File: config.mk
export PLATFORM = sky130hd
export DESIGN_NAME = encoder_speed_pi_pwm
export DESIGN_NICKNAME = d
export VERILOG_FILES = /design/src/hw/rtl/esp_pkg.sv /design/src/hw/rtl/encoder_speed_pi_pwm.sv /design/src/hw/rtl/esp_front.sv /design/src/hw/rtl/esp_queue.sv /design/src/hw/rtl/esp_back.sv
export VERILOG_INCLUDE_DIRS = /design/src /design/src/hw/rtl
export SDC_FILE = /design/constraint.sdc
export NUM_CORES = 2
export LEC_CHECK = 0
export BUFFER_PORTS_ARGS = -buffer_cell sky130_fd_sc_hd__buf_2
export CORE_MARGIN = 2
export CORE_UTILIZATION = 65
export DETAILED_ROUTE_END_ITERATION = 7
export MAX_ROUTING_LAYER = met4
export PLACE_DENSITY = 0.87
export SETUP_SLACK_MARGIN = 0.1
export SLEW_MARGIN = 20
export SYNTH_ARGS = -nofsm -noshare
export SYNTH_HDL_FRONTEND = slang
export SYNTH_SLANG_ARGS = --single-unit
export TNS_END_PERCENT = 30
File: constraint.sdc
create_clock -name clock -period 9.92 [get_ports clock]
set_clock_uncertainty 0.2 [all_clocks]
set_input_delay 0.496 -clock clock [delete_from_list [all_inputs] [get_ports clock]]
set_output_delay 0.496 -clock clock [all_outputs]
set_load 0.05 [all_outputs]
File: src/hw/rtl/encoder_speed_pi_pwm_macros.svh
// ----------------------------------------------------------------------------
// Encoder speed PI PWM assertion macros
// Shared concurrent assertion forms for the speed controller RTL.
// ----------------------------------------------------------------------------
`ifndef ENCODER_SPEED_PI_PWM_MACROS_SVH
`define ENCODER_SPEED_PI_PWM_MACROS_SVH

// Check that an expression holds at every clock edge outside reset.
`define ESP_ASSERT_HOLDS(label, clk, rst, expr, msg) \
   label: assert property (@(posedge clk) disable iff (rst) (expr)) else $error(msg);

// Check that a consequent holds in the same cycle as its antecedent.
`define ESP_ASSERT_IMPLIES(label, clk, rst, ante, cons, msg) \
   label: assert property (@(posedge clk) disable iff (rst) (ante) |-> (cons)) \
      else $error(msg);

`endif

File: src/hw/rtl/esp_pkg.sv
// ----------------------------------------------------------------------------
// Encoder speed PI PWM package
// Shared types, register indexes and reset values of the speed controller.
// ----------------------------------------------------------------------------
package esp_pkg;

   // Event kinds carried on the request tuser
   localparam logic [1:0] MODE_EDGE_A = 2'd0;
   localparam logic [1:0] MODE_EDGE_B = 2'd1;
   localparam logic [1:0] MODE_TICK   = 2'd2;

   // Register indexes on the csr port
   localparam logic [2:0] CSR_UPDATE_PERIOD   = 3'd0;
   localparam logic [2:0] CSR_COUNT_TO_SPEED  = 3'd1;
   localparam logic [2:0] CSR_GAIN_NOW        = 3'd2;
   localparam logic [2:0] CSR_GAIN_PREV       = 3'd3;
   localparam logic [2:0] CSR_VOLTAGE_LIMIT   = 3'd4;
   localparam logic [2:0] CSR_PWM_CENTER      = 3'd5;
   localparam logic [2:0] CSR_VOLTS_TO_COUNTS = 3'd6;
   localparam logic [2:0] CSR_PWM_PERIOD      = 3'd7;

   // Register reset values
   localparam logic [9:0]  RST_UPDATE_PERIOD   = 10'd50;
   localparam logic [15:0] RST_COUNT_TO_SPEED  = 16'd3310;
   localparam logic [14:0] RST_GAIN_NOW        = 15'd11725;
   localparam logic [15:0] RST_GAIN_PREV       = 16'hE7AF;  // -6225
   localparam logic [15:0] RST_VOLTAGE_LIMIT   = 16'd44237;
   localparam logic [11:0] RST_PWM_CENTER      = 12'd800;
   localparam logic [15:0] RST_VOLTS_TO_COUNTS = 16'd17067;
   localparam logic [11:0] RST_PWM_PERIOD      = 12'd1600;

   // Largest measured speed magnitude, Q5.12
   localparam int SPEED_MAX = 131071;

   typedef enum logic [1:0] {
      DIR_NONE = 2'd0,
      DIR_FWD  = 2'd1,
      DIR_BACK = 2'd2
   } dir_type;

   typedef struct packed {
      logic [9:0]  update_period;
      logic [15:0] count_to_speed;
      logic [14:0] gain_now;
      logic [15:0] gain_prev;
      logic [15:0] voltage_limit;
      logic [11:0] pwm_center;
      logic [15:0] volts_to_counts;
      logic [11:0] pwm_period;
   } csr_type;

   typedef struct packed {
      logic full;
      logic empty;
   } queue_status_type;

   typedef enum logic [2:0] {
      ST_IDLE,
      ST_MAG,
      ST_SPEED,
      ST_PI,
      ST_DRIVE,
      ST_SCALE,
      ST_OFFSET,
      ST_DONE
   } back_state_type;

endpackage

File: src/hw/rtl/encoder_speed_pi_pwm.sv
// ----------------------------------------------------------------------------
// Encoder speed PI PWM controller
// Quadrature edge counting, windowed speed measurement, incremental PI
// speed control and complementary PWM compare generation.
// ----------------------------------------------------------------------------
// Feed encoder edges (tuser 0 = channel A, 1 = channel B) and PWM period
// ticks (tuser 2) on the req_ stream; tuser 3 is ignored. Edge and tick words
// are taken one per cycle. A tick that closes a window of update_period
// ticks returns exactly one rsp_ word with the compare values, measured
// speed and drive; every other word returns nothing. The window snapshot is
// handed to a sequencer through a two-entry queue, and the sequencer takes
// each update through one registered step apiece for the queue pop, the
// count scaling multiply, speed and error, the two PI gain multiplies, the
// drive clamp, the compare scaling multiply, the offset, and the output
// load, which waits while the last result is not yet taken. The stream keeps
// one word per cycle while the queue has room; with the queue full,
// req_tready drops until the sequencer pops.
// A finished result waits in the output register while the next snapshot is
// already being processed. Write registers over csr_ only while idle.
// ----------------------------------------------------------------------------
module encoder_speed_pi_pwm
   import esp_pkg::*;
#(
   parameter int COUNT_BITS = 16,
   parameter int FRAC_BITS  = 12
)(
   input  logic        clock,
   input  logic        reset,
   // request stream
   input  logic        req_tvalid,
   output logic        req_tready,
   input  logic [23:0] req_tdata,   // [1:0] pin_levels, [16:2] speed_ref, rest zero
   input  logic [1:0]  req_tuser,   // [1:0] mode
   // result stream
   output logic        rsp_tvalid,
   input  logic        rsp_tready,
   output logic [63:0] rsp_tdata,   // [11:0] compare_a, [23:12] compare_b,
                                    // [41:24] speed, [58:42] drive, rest zero
   // register writes
   input  logic        csr_valid,
   output logic        csr_ready,
   input  logic [2:0]  csr_index,
   input  logic [15:0] csr_data
);

   localparam int QW = COUNT_BITS + 17;

   csr_type          csr_ff;
   queue_status_type q_status;
   logic             push, pop;
   logic [QW-1:0]    push_data, pop_data;
   logic [11:0]      compare_a, compare_b;
   logic signed [17:0] speed;
   logic signed [16:0] drive;

   // Register file: always ready, indexes follow the register list
   assign csr_ready = 1'b1;

   always_ff @(posedge clock) begin
      if (reset) begin
         csr_ff.update_period   <= RST_UPDATE_PERIOD;
         csr_ff.count_to_speed  <= RST_COUNT_TO_SPEED;
         csr_ff.gain_now        <= RST_GAIN_NOW;
         csr_ff.gain_prev       <= RST_GAIN_PREV;
         csr_ff.voltage_limit   <= RST_VOLTAGE_LIMIT;
         csr_ff.pwm_center      <= RST_PWM_CENTER;
         csr_ff.volts_to_counts <= RST_VOLTS_TO_COUNTS;
         csr_ff.pwm_period      <= RST_PWM_PERIOD;
      end else if (csr_valid && csr_ready) begin
         unique case (csr_index)
            CSR_UPDATE_PERIOD:   csr_ff.update_period   <= csr_data[9:0];
            CSR_COUNT_TO_SPEED:  csr_ff.count_to_speed  <= csr_data;
            CSR_GAIN_NOW:        csr_ff.gain_now        <= csr_data[14:0];
            CSR_GAIN_PREV:       csr_ff.gain_prev       <= csr_data;
            CSR_VOLTAGE_LIMIT:   csr_ff.voltage_limit   <= csr_data;
            CSR_PWM_CENTER:      csr_ff.pwm_center      <= csr_data[11:0];
            CSR_VOLTS_TO_COUNTS: csr_ff.volts_to_counts <= csr_data;
            CSR_PWM_PERIOD:      csr_ff.pwm_period      <= csr_data[11:0];
            default: begin
            end
         endcase
      end
   end

   // Front end: count edges and ticks, snapshot the window on update
   esp_front #(
      .COUNT_BITS (COUNT_BITS)
   ) u_front (
      .clock         (clock),
      .reset         (reset),
      .req_valid     (req_tvalid),
      .req_ready     (req_tready),
      .mode          (req_tuser),
      .pin_levels    (req_tdata[1:0]),
      .speed_ref     ($signed(req_tdata[16:2])),
      .update_period (csr_ff.update_period),
      .q_status      (q_status),
      .push          (push),
      .push_data     (push_data)
   );

   // Hold up to two pending updates
   esp_queue #(
      .WIDTH (QW)
   ) u_queue (
      .clock     (clock),
      .reset     (reset),
      .push      (push),
      .push_data (push_data),
      .pop       (pop),
      .pop_data  (pop_data),
      .q_status  (q_status)
   );

   // Back end: speed, PI step and compare values
   esp_back #(
      .COUNT_BITS (COUNT_BITS),
      .FRAC_BITS  (FRAC_BITS)
   ) u_back (
      .clock     (clock),
      .reset     (reset),
      .cfg       (csr_ff),
      .q_status  (q_status),
      .pop_data  (pop_data),
      .pop       (pop),
      .rsp_valid (rsp_tvalid),
      .rsp_ready (rsp_tready),
      .compare_a (compare_a),
      .compare_b (compare_b),
      .speed     (speed),
      .drive     (drive)
   );

   // Pack the result word, lowest field first
   assign rsp_tdata = {5'b0, drive, speed, compare_b, compare_a};

endmodule

File: src/hw/rtl/esp_front.sv
// ----------------------------------------------------------------------------
// Encoder speed PI PWM front end
// Counts encoder edges and PWM ticks, tracks direction, and queues a
// snapshot of the measurement window on every controller update.
// ----------------------------------------------------------------------------
module esp_front
   import esp_pkg::*;
#(
   parameter int COUNT_BITS = 16
)(
   input  logic                     clock,
   input  logic                     reset,
   input  logic                     req_valid,
   output logic                     req_ready,
   input  logic [1:0]               mode,
   input  logic [1:0]               pin_levels,
   input  logic signed [14:0]       speed_ref,
   input  logic [9:0]               update_period,
   input  queue_status_type         q_status,
   output logic                     push,
   output logic [COUNT_BITS+16:0]   push_data
);

   localparam logic [COUNT_BITS-1:0] COUNT_MAX = '1;

   logic [COUNT_BITS-1:0] edge_count_ff, edge_count_in;
   logic [9:0]            tick_count_ff, tick_count_in;
   dir_type               direction_ff, direction_in;
   logic [9:0]            tick_next;
   logic                  accept;

   assign req_ready = !q_status.full;
   assign accept    = req_valid && req_ready;
   assign tick_next = tick_count_ff + 10'd1;

   always_comb begin
      edge_count_in = edge_count_ff;
      tick_count_in = tick_count_ff;
      direction_in  = direction_ff;
      push          = 1'b0;
      if (accept) begin
         unique case (mode)
            MODE_EDGE_A: begin
               if (edge_count_ff != COUNT_MAX) begin
                  edge_count_in = edge_count_ff + COUNT_BITS'(1);
               end
               if (pin_levels[0]) begin
                  direction_in = pin_levels[1] ? DIR_FWD : DIR_BACK;
               end
            end
            MODE_EDGE_B: begin
               if (edge_count_ff != COUNT_MAX) begin
                  edge_count_in = edge_count_ff + COUNT_BITS'(1);
               end
            end
            MODE_TICK: begin
               if (tick_next < update_period) begin
                  tick_count_in = tick_next;
               end else begin
                  // close the window: hand the snapshot to the back end
                  tick_count_in = '0;
                  edge_count_in = '0;
                  push          = 1'b1;
               end
            end
            default: begin
            end
         endcase
      end
   end

   assign push_data = {speed_ref, direction_ff, edge_count_ff};

   always_ff @(posedge clock) begin
      if (reset) begin
         edge_count_ff <= '0;
         tick_count_ff <= '0;
         direction_ff  <= DIR_NONE;
      end else begin
         edge_count_ff <= edge_count_in;
         tick_count_ff <= tick_count_in;
         direction_ff  <= direction_in;
      end
   end

endmodule

File: src/hw/rtl/esp_queue.sv
// ----------------------------------------------------------------------------
// Encoder speed PI PWM update queue
// Two-entry FIFO of window snapshots between front and back end.
// ----------------------------------------------------------------------------
`include "encoder_speed_pi_pwm_macros.svh"

module esp_queue
   import esp_pkg::*;
#(
   parameter int WIDTH = 33
)(
   input  logic             clock,
   input  logic             reset,
   input  logic             push,
   input  logic [WIDTH-1:0] push_data,
   input  logic             pop,
   output logic [WIDTH-1:0] pop_data,
   output queue_status_type q_status
);

   logic [WIDTH-1:0] entry_ff [2];
   logic             wr_ptr_ff, rd_ptr_ff;
   logic [1:0]       count_ff, count_in;

   assign q_status.full  = (count_ff == 2'd2);
   assign q_status.empty = (count_ff == 2'd0);
   assign pop_data       = entry_ff[rd_ptr_ff];

   always_comb begin
      count_in = count_ff;
      if (push && !pop) begin
         count_in = count_ff + 2'd1;
      end else if (pop && !push) begin
         count_in = count_ff - 2'd1;
      end
   end

   always_ff @(posedge clock) begin
      if (push) begin
         entry_ff[wr_ptr_ff] <= push_data;
      end
   end

   always_ff @(posedge clock) begin
      if (reset) begin
         wr_ptr_ff <= 1'b0;
         rd_ptr_ff <= 1'b0;
         count_ff  <= '0;
      end else begin
         count_ff <= count_in;
         if (push) begin
            wr_ptr_ff <= !wr_ptr_ff;
         end
         if (pop) begin
            rd_ptr_ff <= !rd_ptr_ff;
         end
      end
   end

   `ESP_ASSERT_IMPLIES(a_no_push_when_full, clock, reset, push, !q_status.full || pop, "queue overflow")
   `ESP_ASSERT_IMPLIES(a_no_pop_when_empty, clock, reset, pop, !q_status.empty, "queue underflow")

endmodule

File: src/hw/rtl/esp_back.sv
// ----------------------------------------------------------------------------
// Encoder speed PI PWM back end
// Sequencer that turns a window snapshot into speed, PI drive and PWM
// compare values, with the multiplies spread over separate steps, and holds the result word.
// ----------------------------------------------------------------------------
`include "encoder_speed_pi_pwm_macros.svh"

module esp_back
   import esp_pkg::*;
#(
   parameter int COUNT_BITS = 16,
   parameter int FRAC_BITS  = 12
)(
   input  logic                   clock,
   input  logic                   reset,
   input  csr_type                cfg,
   input  queue_status_type       q_status,
   input  logic [COUNT_BITS+16:0] pop_data,
   output logic                   pop,
   output logic                   rsp_valid,
   input  logic                   rsp_ready,
   output logic [11:0]            compare_a,
   output logic [11:0]            compare_b,
   output logic signed [17:0]     speed,
   output logic signed [16:0]     drive
);

   localparam int MW     = COUNT_BITS + 16;
   localparam int MSHIFT = 16 - FRAC_BITS;
   localparam int OSHIFT = FRAC_BITS + 8;

   back_state_type state_ff, state_in;

   logic [COUNT_BITS-1:0]  count_ff;
   dir_type                dir_ff;
   logic signed [14:0]     ref_ff;
   logic [MW-1:0]          mag_prod_ff, mag_prod_in;
   logic [MW-1:0]          mag_shift;
   logic [16:0]            mag_sat;
   logic signed [17:0]     speed_ff, speed_in;
   logic signed [18:0]     error_ff, error_in;
   logic signed [34:0]     p_now_ff, p_now_in, p_prev_ff, p_prev_in;
   logic signed [35:0]     acc;
   logic signed [36:0]     drive_sum, lim;
   logic signed [16:0]     drive_ff, drive_in;
   logic signed [16:0]     drive_level_ff;
   logic signed [18:0]     prev_error_ff;
   logic signed [33:0]     scaled_ff, scaled_in;
   logic [33:0]            scaled_abs, scaled_shift;
   logic signed [18:0]     offset_ff, offset_in;
   logic signed [19:0]     ca_sum;
   logic [11:0]            ca;
   logic                   out_load;
   logic                   rsp_valid_ff, rsp_valid_in;
   logic [11:0]            compare_a_ff, compare_b_ff;
   logic signed [17:0]     speed_out_ff;
   logic signed [16:0]     drive_out_ff;

   // speed magnitude, saturation, sign and error
   assign mag_shift   = mag_prod_ff >> MSHIFT;
   assign mag_sat     = (mag_shift > MW'(SPEED_MAX)) ? 17'(SPEED_MAX) : mag_shift[16:0];
   assign mag_prod_in = MW'(count_ff) * MW'(cfg.count_to_speed);

   always_comb begin
      case (dir_ff)
         DIR_FWD:  speed_in = $signed({1'b0, mag_sat});
         DIR_BACK: speed_in = -$signed({1'b0, mag_sat});
         default:  speed_in = '0;
      endcase
   end

   assign error_in  = 19'(ref_ff) - 19'(speed_in);
   assign p_now_in  = 35'($signed({1'b0, cfg.gain_now})) * 35'(error_ff);
   assign p_prev_in = 35'($signed(cfg.gain_prev)) * 35'(prev_error_ff);

   // incremental PI update with floor scaling and symmetric clamp
   assign acc       = 36'(p_now_ff) + 36'(p_prev_ff);
   assign drive_sum = 37'(drive_level_ff) + 37'(acc >>> FRAC_BITS);
   assign lim       = $signed({21'b0, cfg.voltage_limit});

   always_comb begin
      if (drive_sum > lim) begin
         drive_in = 17'(lim);
      end else if (drive_sum < -lim) begin
         drive_in = 17'(-lim);
      end else begin
         drive_in = 17'(drive_sum);
      end
   end

   // compare offset truncates toward zero
   assign scaled_in    = 34'(drive_ff) * 34'($signed({1'b0, cfg.volts_to_counts}));
   assign scaled_abs   = scaled_ff[33] ? 34'(-scaled_ff) : 34'(scaled_ff);
   assign scaled_shift = scaled_abs >> OSHIFT;
   assign offset_in    = scaled_ff[33] ? -$signed(19'(scaled_shift))
                                       : $signed(19'(scaled_shift));

   assign ca_sum = $signed({8'b0, cfg.pwm_center}) + 20'(offset_ff);

   always_comb begin
      if (ca_sum < 20'sd0) begin
         ca = '0;
      end else if (ca_sum > $signed({8'b0, cfg.pwm_period})) begin
         ca = cfg.pwm_period;
      end else begin
         ca = 12'(ca_sum);
      end
   end

   // sequencer
   always_ff @(posedge clock) begin
      if (reset) begin
         state_ff     <= ST_IDLE;
         rsp_valid_ff <= 1'b0;
      end else begin
         state_ff     <= state_in;
         rsp_valid_ff <= rsp_valid_in;
      end
   end

   always_comb begin
      state_in     = state_ff;
      pop          = 1'b0;
      out_load     = 1'b0;
      rsp_valid_in = rsp_valid_ff && !rsp_ready;
      unique case (state_ff)
         ST_IDLE: begin
            if (!q_status.empty) begin
               pop      = 1'b1;
               state_in = ST_MAG;
            end
         end
         ST_MAG:    state_in = ST_SPEED;
         ST_SPEED:  state_in = ST_PI;
         ST_PI:     state_in = ST_DRIVE;
         ST_DRIVE:  state_in = ST_SCALE;
         ST_SCALE:  state_in = ST_OFFSET;
         ST_OFFSET: state_in = ST_DONE;
         ST_DONE: begin
            if (!rsp_valid_ff || rsp_ready) begin
               out_load     = 1'b1;
               rsp_valid_in = 1'b1;
               state_in     = ST_IDLE;
            end
         end
         default: state_in = ST_IDLE;
      endcase
   end

   // datapath registers
   always_ff @(posedge clock) begin
      if (pop) begin
         count_ff <= pop_data[COUNT_BITS-1:0];
         dir_ff   <= dir_type'(pop_data[COUNT_BITS+1:COUNT_BITS]);
         ref_ff   <= $signed(pop_data[COUNT_BITS+16:COUNT_BITS+2]);
      end
      if (state_ff == ST_MAG) begin
         mag_prod_ff <= mag_prod_in;
      end
      if (state_ff == ST_SPEED) begin
         speed_ff <= speed_in;
         error_ff <= error_in;
      end
      if (state_ff == ST_PI) begin
         p_now_ff  <= p_now_in;
         p_prev_ff <= p_prev_in;
      end
      if (state_ff == ST_DRIVE) begin
         drive_ff <= drive_in;
      end
      if (state_ff == ST_SCALE) begin
         scaled_ff <= scaled_in;
      end
      if (state_ff == ST_OFFSET) begin
         offset_ff <= offset_in;
      end
      if (out_load) begin
         compare_a_ff <= ca;
         compare_b_ff <= cfg.pwm_period - ca;
         speed_out_ff <= speed_ff;
         drive_out_ff <= drive_ff;
      end
   end

   // controller memory
   always_ff @(posedge clock) begin
      if (reset) begin
         drive_level_ff <= '0;
         prev_error_ff  <= '0;
      end else if (state_ff == ST_DRIVE) begin
         drive_level_ff <= drive_in;
         prev_error_ff  <= error_ff;
      end
   end

   assign rsp_valid = rsp_valid_ff;
   assign compare_a = compare_a_ff;
   assign compare_b = compare_b_ff;
   assign speed     = speed_out_ff;
   assign drive     = drive_out_ff;

   `ESP_ASSERT_IMPLIES(a_compare_in_range, clock, reset, rsp_valid_ff, compare_a_ff <= cfg.pwm_period, "compare_a above period")
   `ESP_ASSERT_IMPLIES(a_compare_pair, clock, reset, rsp_valid_ff, 13'(compare_a_ff) + 13'(compare_b_ff) == 13'(cfg.pwm_period), "compare pair mismatch")
   `ESP_ASSERT_IMPLIES(a_pop_only_idle, clock, reset, pop, state_ff == ST_IDLE, "pop outside idle")

endmodule
==> results.md <==
Layout:
- The library cells used most frequently in the layout, excluding fill and tap cells, are inv_1 (1278), fa_1 (1066), nand2_1 (1034).
- The area taken by flip-flops and latches is 14600 um^2.
- Leaving out fill and tap cells, the most frequent cell in the layout is inv_1.
- From synthesis to final layout, the design area changed by 5.48%.
- The post-route netlist has under 10% of its cells at a drive strength greater than 1.
- The final layout contains around 8600 nets.
- The multi-input combinational cells in the finished layout cover a total of 46700 um^2.
- The filler cells instantiated in the layout total a little over 7000.

Run:
- The reported max-cap violation count is 0.

Timing:
- The smallest clock period supported by the final layout is computed as roughly 8600 ps.
- The total count of hold-check failures in the final report was 0.
- Static timing analysis puts the maximum clock frequency at about 0.12 GHz.
- The final setup violation count is 0.
- Setup repair after global routing left no endpoint under its margin.
- The number of pins exceeding their max-slew limit in the final report was 0.
- For the pin with the worst max-slew slack, the measured transition is 1120 ps.
- The accumulated negative setup slack is 0 ps.
- The worst max-slew margin expressed relative to the limit is ~25%.
- Of the available clock period, the critical path in the final layout requires just under 90%.

Synthesis:
- In this run, synthesis inferred ~360 flip-flops with an integrated enable.
- The async set or reset register ratio after synthesis is 0%.
- The warning count from the yosys run is 0.
- The fraction of the yosys area taken by sequential cells is around 22%.
- The most used flip-flop cell after synthesis is edfxtp_1.
- The mean instance size in the synthesized netlist is around 9.6 um^2.
- The post-synthesis cell type count is ~100.
- The cell count after synthesis is between 7000 and 8000.
- In this run, synthesis produced a sequential element count of 548.
- The combined area of all synthesized cells is 67300 um^2.

Floorplan:
- The starting utilization of the core area is 65.3%.
- The site row count is about 120.
- The die covers 106000 um^2.
- The I/O pin count is approximately 120.
- In this run the vertical extent of the chip is between 300 and 400 um.
- The overall die width is about 330 um.
- After floorplanning, the core was sized to cover between 100000 and 150000 um^2.

Clock tree:
- The total clock buffers created by CTS is 57.
- The count of instances resized after the clock tree is built is 0.
- After clock tree synthesis, the clock-pin slew on the worst setup and hold paths is roughly 60 ps.
- For this design, the sink count on the clock tree is approximately 550.
- CTS built an H-tree with a depth of 2.
- Clock latency on the worst-skew pair, taken at its later pin, is 670 ps.
- TritonCTS built the clock tree.
- The maximum root-to-sink buffer count is 3.
- The root buffer cell chosen for the clock tree is clkbuf_16.

Critical path:
- The required time at the endpoint of the critical path is roughly 10000 ps.
- The critical path is of the flop to flop type.
- In this run the worst path has a maximum fanout of 19.
- The kind of launch point of the worst setup path is a flop.
- The kind of end point of the critical path is a flop.
- Data on the critical path arrives at its endpoint at 8920 ps.

Global routing:
- For met1 alone, demand over resource in global routing was about two fifths.
- Global routing used between 30% and 40% of the available tracks across all layers.
- The total overflow left after global routing is 0.
- The first global-routing pass estimated 276000 um of wire.
- In the global route stage, met3 resource usage came out at under 10%.
- The number of antenna violations at the first check in global routing is 2.
- The via count of the first global-routing pass is about 54000.
- The most utilized layer in the global route result is met2.
- Entering global routing, the biggest net connects slightly above 70 pins.
- In the global route stage, met2 resource usage came out at 54.6%.

Route:
- In this run the remaining antenna-violating nets after routing total 0.
- The number of violations reported at the end of detailed-routing iteration 0 is 4432.
- Summed over all layers, the routed wires come to between 150000 and 200000 um.
- The number of iterations in the first detailed-routing pass is 8.
- The number of vias per cell is about 6.0.
- The via count of the routed design is approximately 50000.
- The post-detailed-route DRC marker count is 0.
- Dividing the detail-routed wire length by the instance count gives around 20 um.

Hold path:
- The worst min-delay path category is input port to flop.

Place:
- The HPWL reported at the end of detailed placement is between 100000 and 150000 um.
- The final weighted congestion in routability-driven placement is 0.946.
- The count of buffers from port buffering is around 100.

Run status:
- The flow ran to the end, and the final reports show no timing, DRC or antenna violations.
## synthesized netlist by cell type (17+ instances only)
| cell | number | share of area, % |
|---|---|---|
| inv_1 | 1278 | 7.1 |
| fa_1 | 1066 | 32 |
| nand2_1 | 1034 | 5.8 |
| ha_1 | 538 | 10 |
| and2_1 | 484 | 4.5 |
| edfxtp_1 | 363 | 16 |
| a21oi_1 | 289 | 2.2 |
| clkbuf_1 | 250 | 1.4 |
| nor2_1 | 221 | 1.2 |
| dfxtp_1 | 185 | 5.5 |
| xnor2_1 | 169 | 2.2 |
| o21ai_0 | 139 | 1.0 |
| a21o_1 | 73 | 0.81 |
| xor2_1 | 70 | 0.91 |
| nand3_1 | 66 | 0.49 |
| nand2b_1 | 64 | 0.60 |
| nor3_1 | 64 | 0.48 |
| nand3b_1 | 59 | 0.66 |
| nor2b_1 | 43 | 0.40 |
| o21a_1 | 40 | 0.45 |
| mux2_2 | 35 | 0.59 |
| or3_1 | 33 | 0.31 |
| and3_1 | 28 | 0.26 |
| a31oi_1 | 26 | 0.24 |
| nand4_1 | 26 | 0.24 |
| o21bai_1 | 23 | 0.26 |
| nor4_1 | 21 | 0.20 |
| a211o_1 | 20 | 0.26 |
| or4_1 | 20 | 0.22 |
| mux2i_1 | 19 | 0.28 |
| o211ai_1 | 18 | 0.20 |
| or2_2 | 17 | 0.16 |
## registers in the layout (all words and copies together), names as in the netlist, 10 cells and up
| signal | flops |
|---|---|
| u_back.drive_ff | 17 |
| u_back.offset_ff | 19 |
| u_queue.entry_ff | 66 |
| u_back.compare_a | 12 |
| u_back.p_prev_ff | 35 |
| csr_ff | 113 |
| u_back.error_ff | 19 |
| u_front.edge_count_ff | 16 |
| u_back.speed_ff | 18 |
| u_back.drive_level_ff | 17 |
| u_back.compare_b | 12 |
| u_back.ref_ff | 15 |
| u_back.scaled_ff | 34 |
| u_back.count_ff | 16 |
| u_back.drive | 17 |
| u_front.tick_count_ff | 10 |
| u_back.p_now_ff | 35 |
| u_back.mag_prod_ff | 28 |
| u_back.prev_error_ff | 19 |
| u_back.speed | 18 |
## through the flow
stage / instances / util (%) / area, um^2 / hold WS (ps) / setup slack, ps
2_1_floorplan: 7035 / - / 67300 / 200 / 2880
5_1_grt: 8396 / 68.8 / 70900 / 60.5 / 514
3_3_place_gp: 8269 / 66.6 / 68700 / 203 / 1550
6_report: 8399 / 68.8 / 70900 / 68.5 / 1330
4_1_cts: 8394 / 68.8 / 70900 / 23.3 / 1440
3_5_place_dp: 8269 / 66.6 / 68700 / 205 / 1530
## repair_timing
action / 4_1_cts / 5_1_grt
endpoints found under the setup margin: 0 / 0
buffers inserted: 0 / 0
hold endpoints to repair: 33 / 0
hold buffers: 17 / 0
## cells by family after synthesis
logic type,Yosys count,synth area share [%]
mux,54,0.869
xor+xnor,239,3.11
fa+ha+maj,1604,41.7
compound gates,789,7.49
buf+inv,1565,8.88
flops,548,21.7
other cells,2,0.0112
simple gates,2230,16.2
## routing by layer
layer	wire length [um]	vias up	part of all wire (%)
met5	0	-	0
met3	16000	646	9.5
li1	-	22000	-
met2	80800	2531	48
met1	62300	24900	37
met4	8840	0	5.3
## path summary, 6_finish.rpt
kind | from | end | cells past startpoint | slack [ps]
max | u_back.p_prev_ff[7] | u_back.drive_level_ff[7] | 27 | 1330
min | req_tuser[1] | u_front.edge_count_ff[0] | 4 | 70
max reg2reg | u_back.p_prev_ff[7] | u_back.drive_level_ff[7] | 27 | 1330
min reg2reg | u_back.speed_ff[0] | u_back.speed[0] | 0 | 230
## area by class of cell
type                       count  area share, %
antenna                        5         0.0176
clock buffer                  72           2.28
clock inverter                36          0.672
inverter                    1279           6.77
multi-input combinational   4922           65.9
sequential                   548           20.6
tap                         1380           2.43
timing repair buffer         157           1.36
## critical path: stages, from the launching register on
cell       delay [ps]
edfxtp_1          380
ha_1              320
a211oi_1          230
o21ai_0           150
a31o_2            290
o2111a_1          270
o211ai_1          410
a311oi_1          240
o2111ai_1         230
nand4b_1          200
o31a_1            310
o21ai_0           190
ha_1              320
and4_1            240
a2111oi_0         390
a21oi_1           180
a21oi_1           600
ha_1              270
and3_1            230
nand2_1            90
or3_1             380
a2111oi_0         380
a311oi_1          150
a221oi_2          380
or2_1             800
and2_1            250
a211oi_2           60
o31ai_1           350
Power is not shown: default switching activity piles up to over one toggle a cycle in this logic, so the estimate is an artifact.
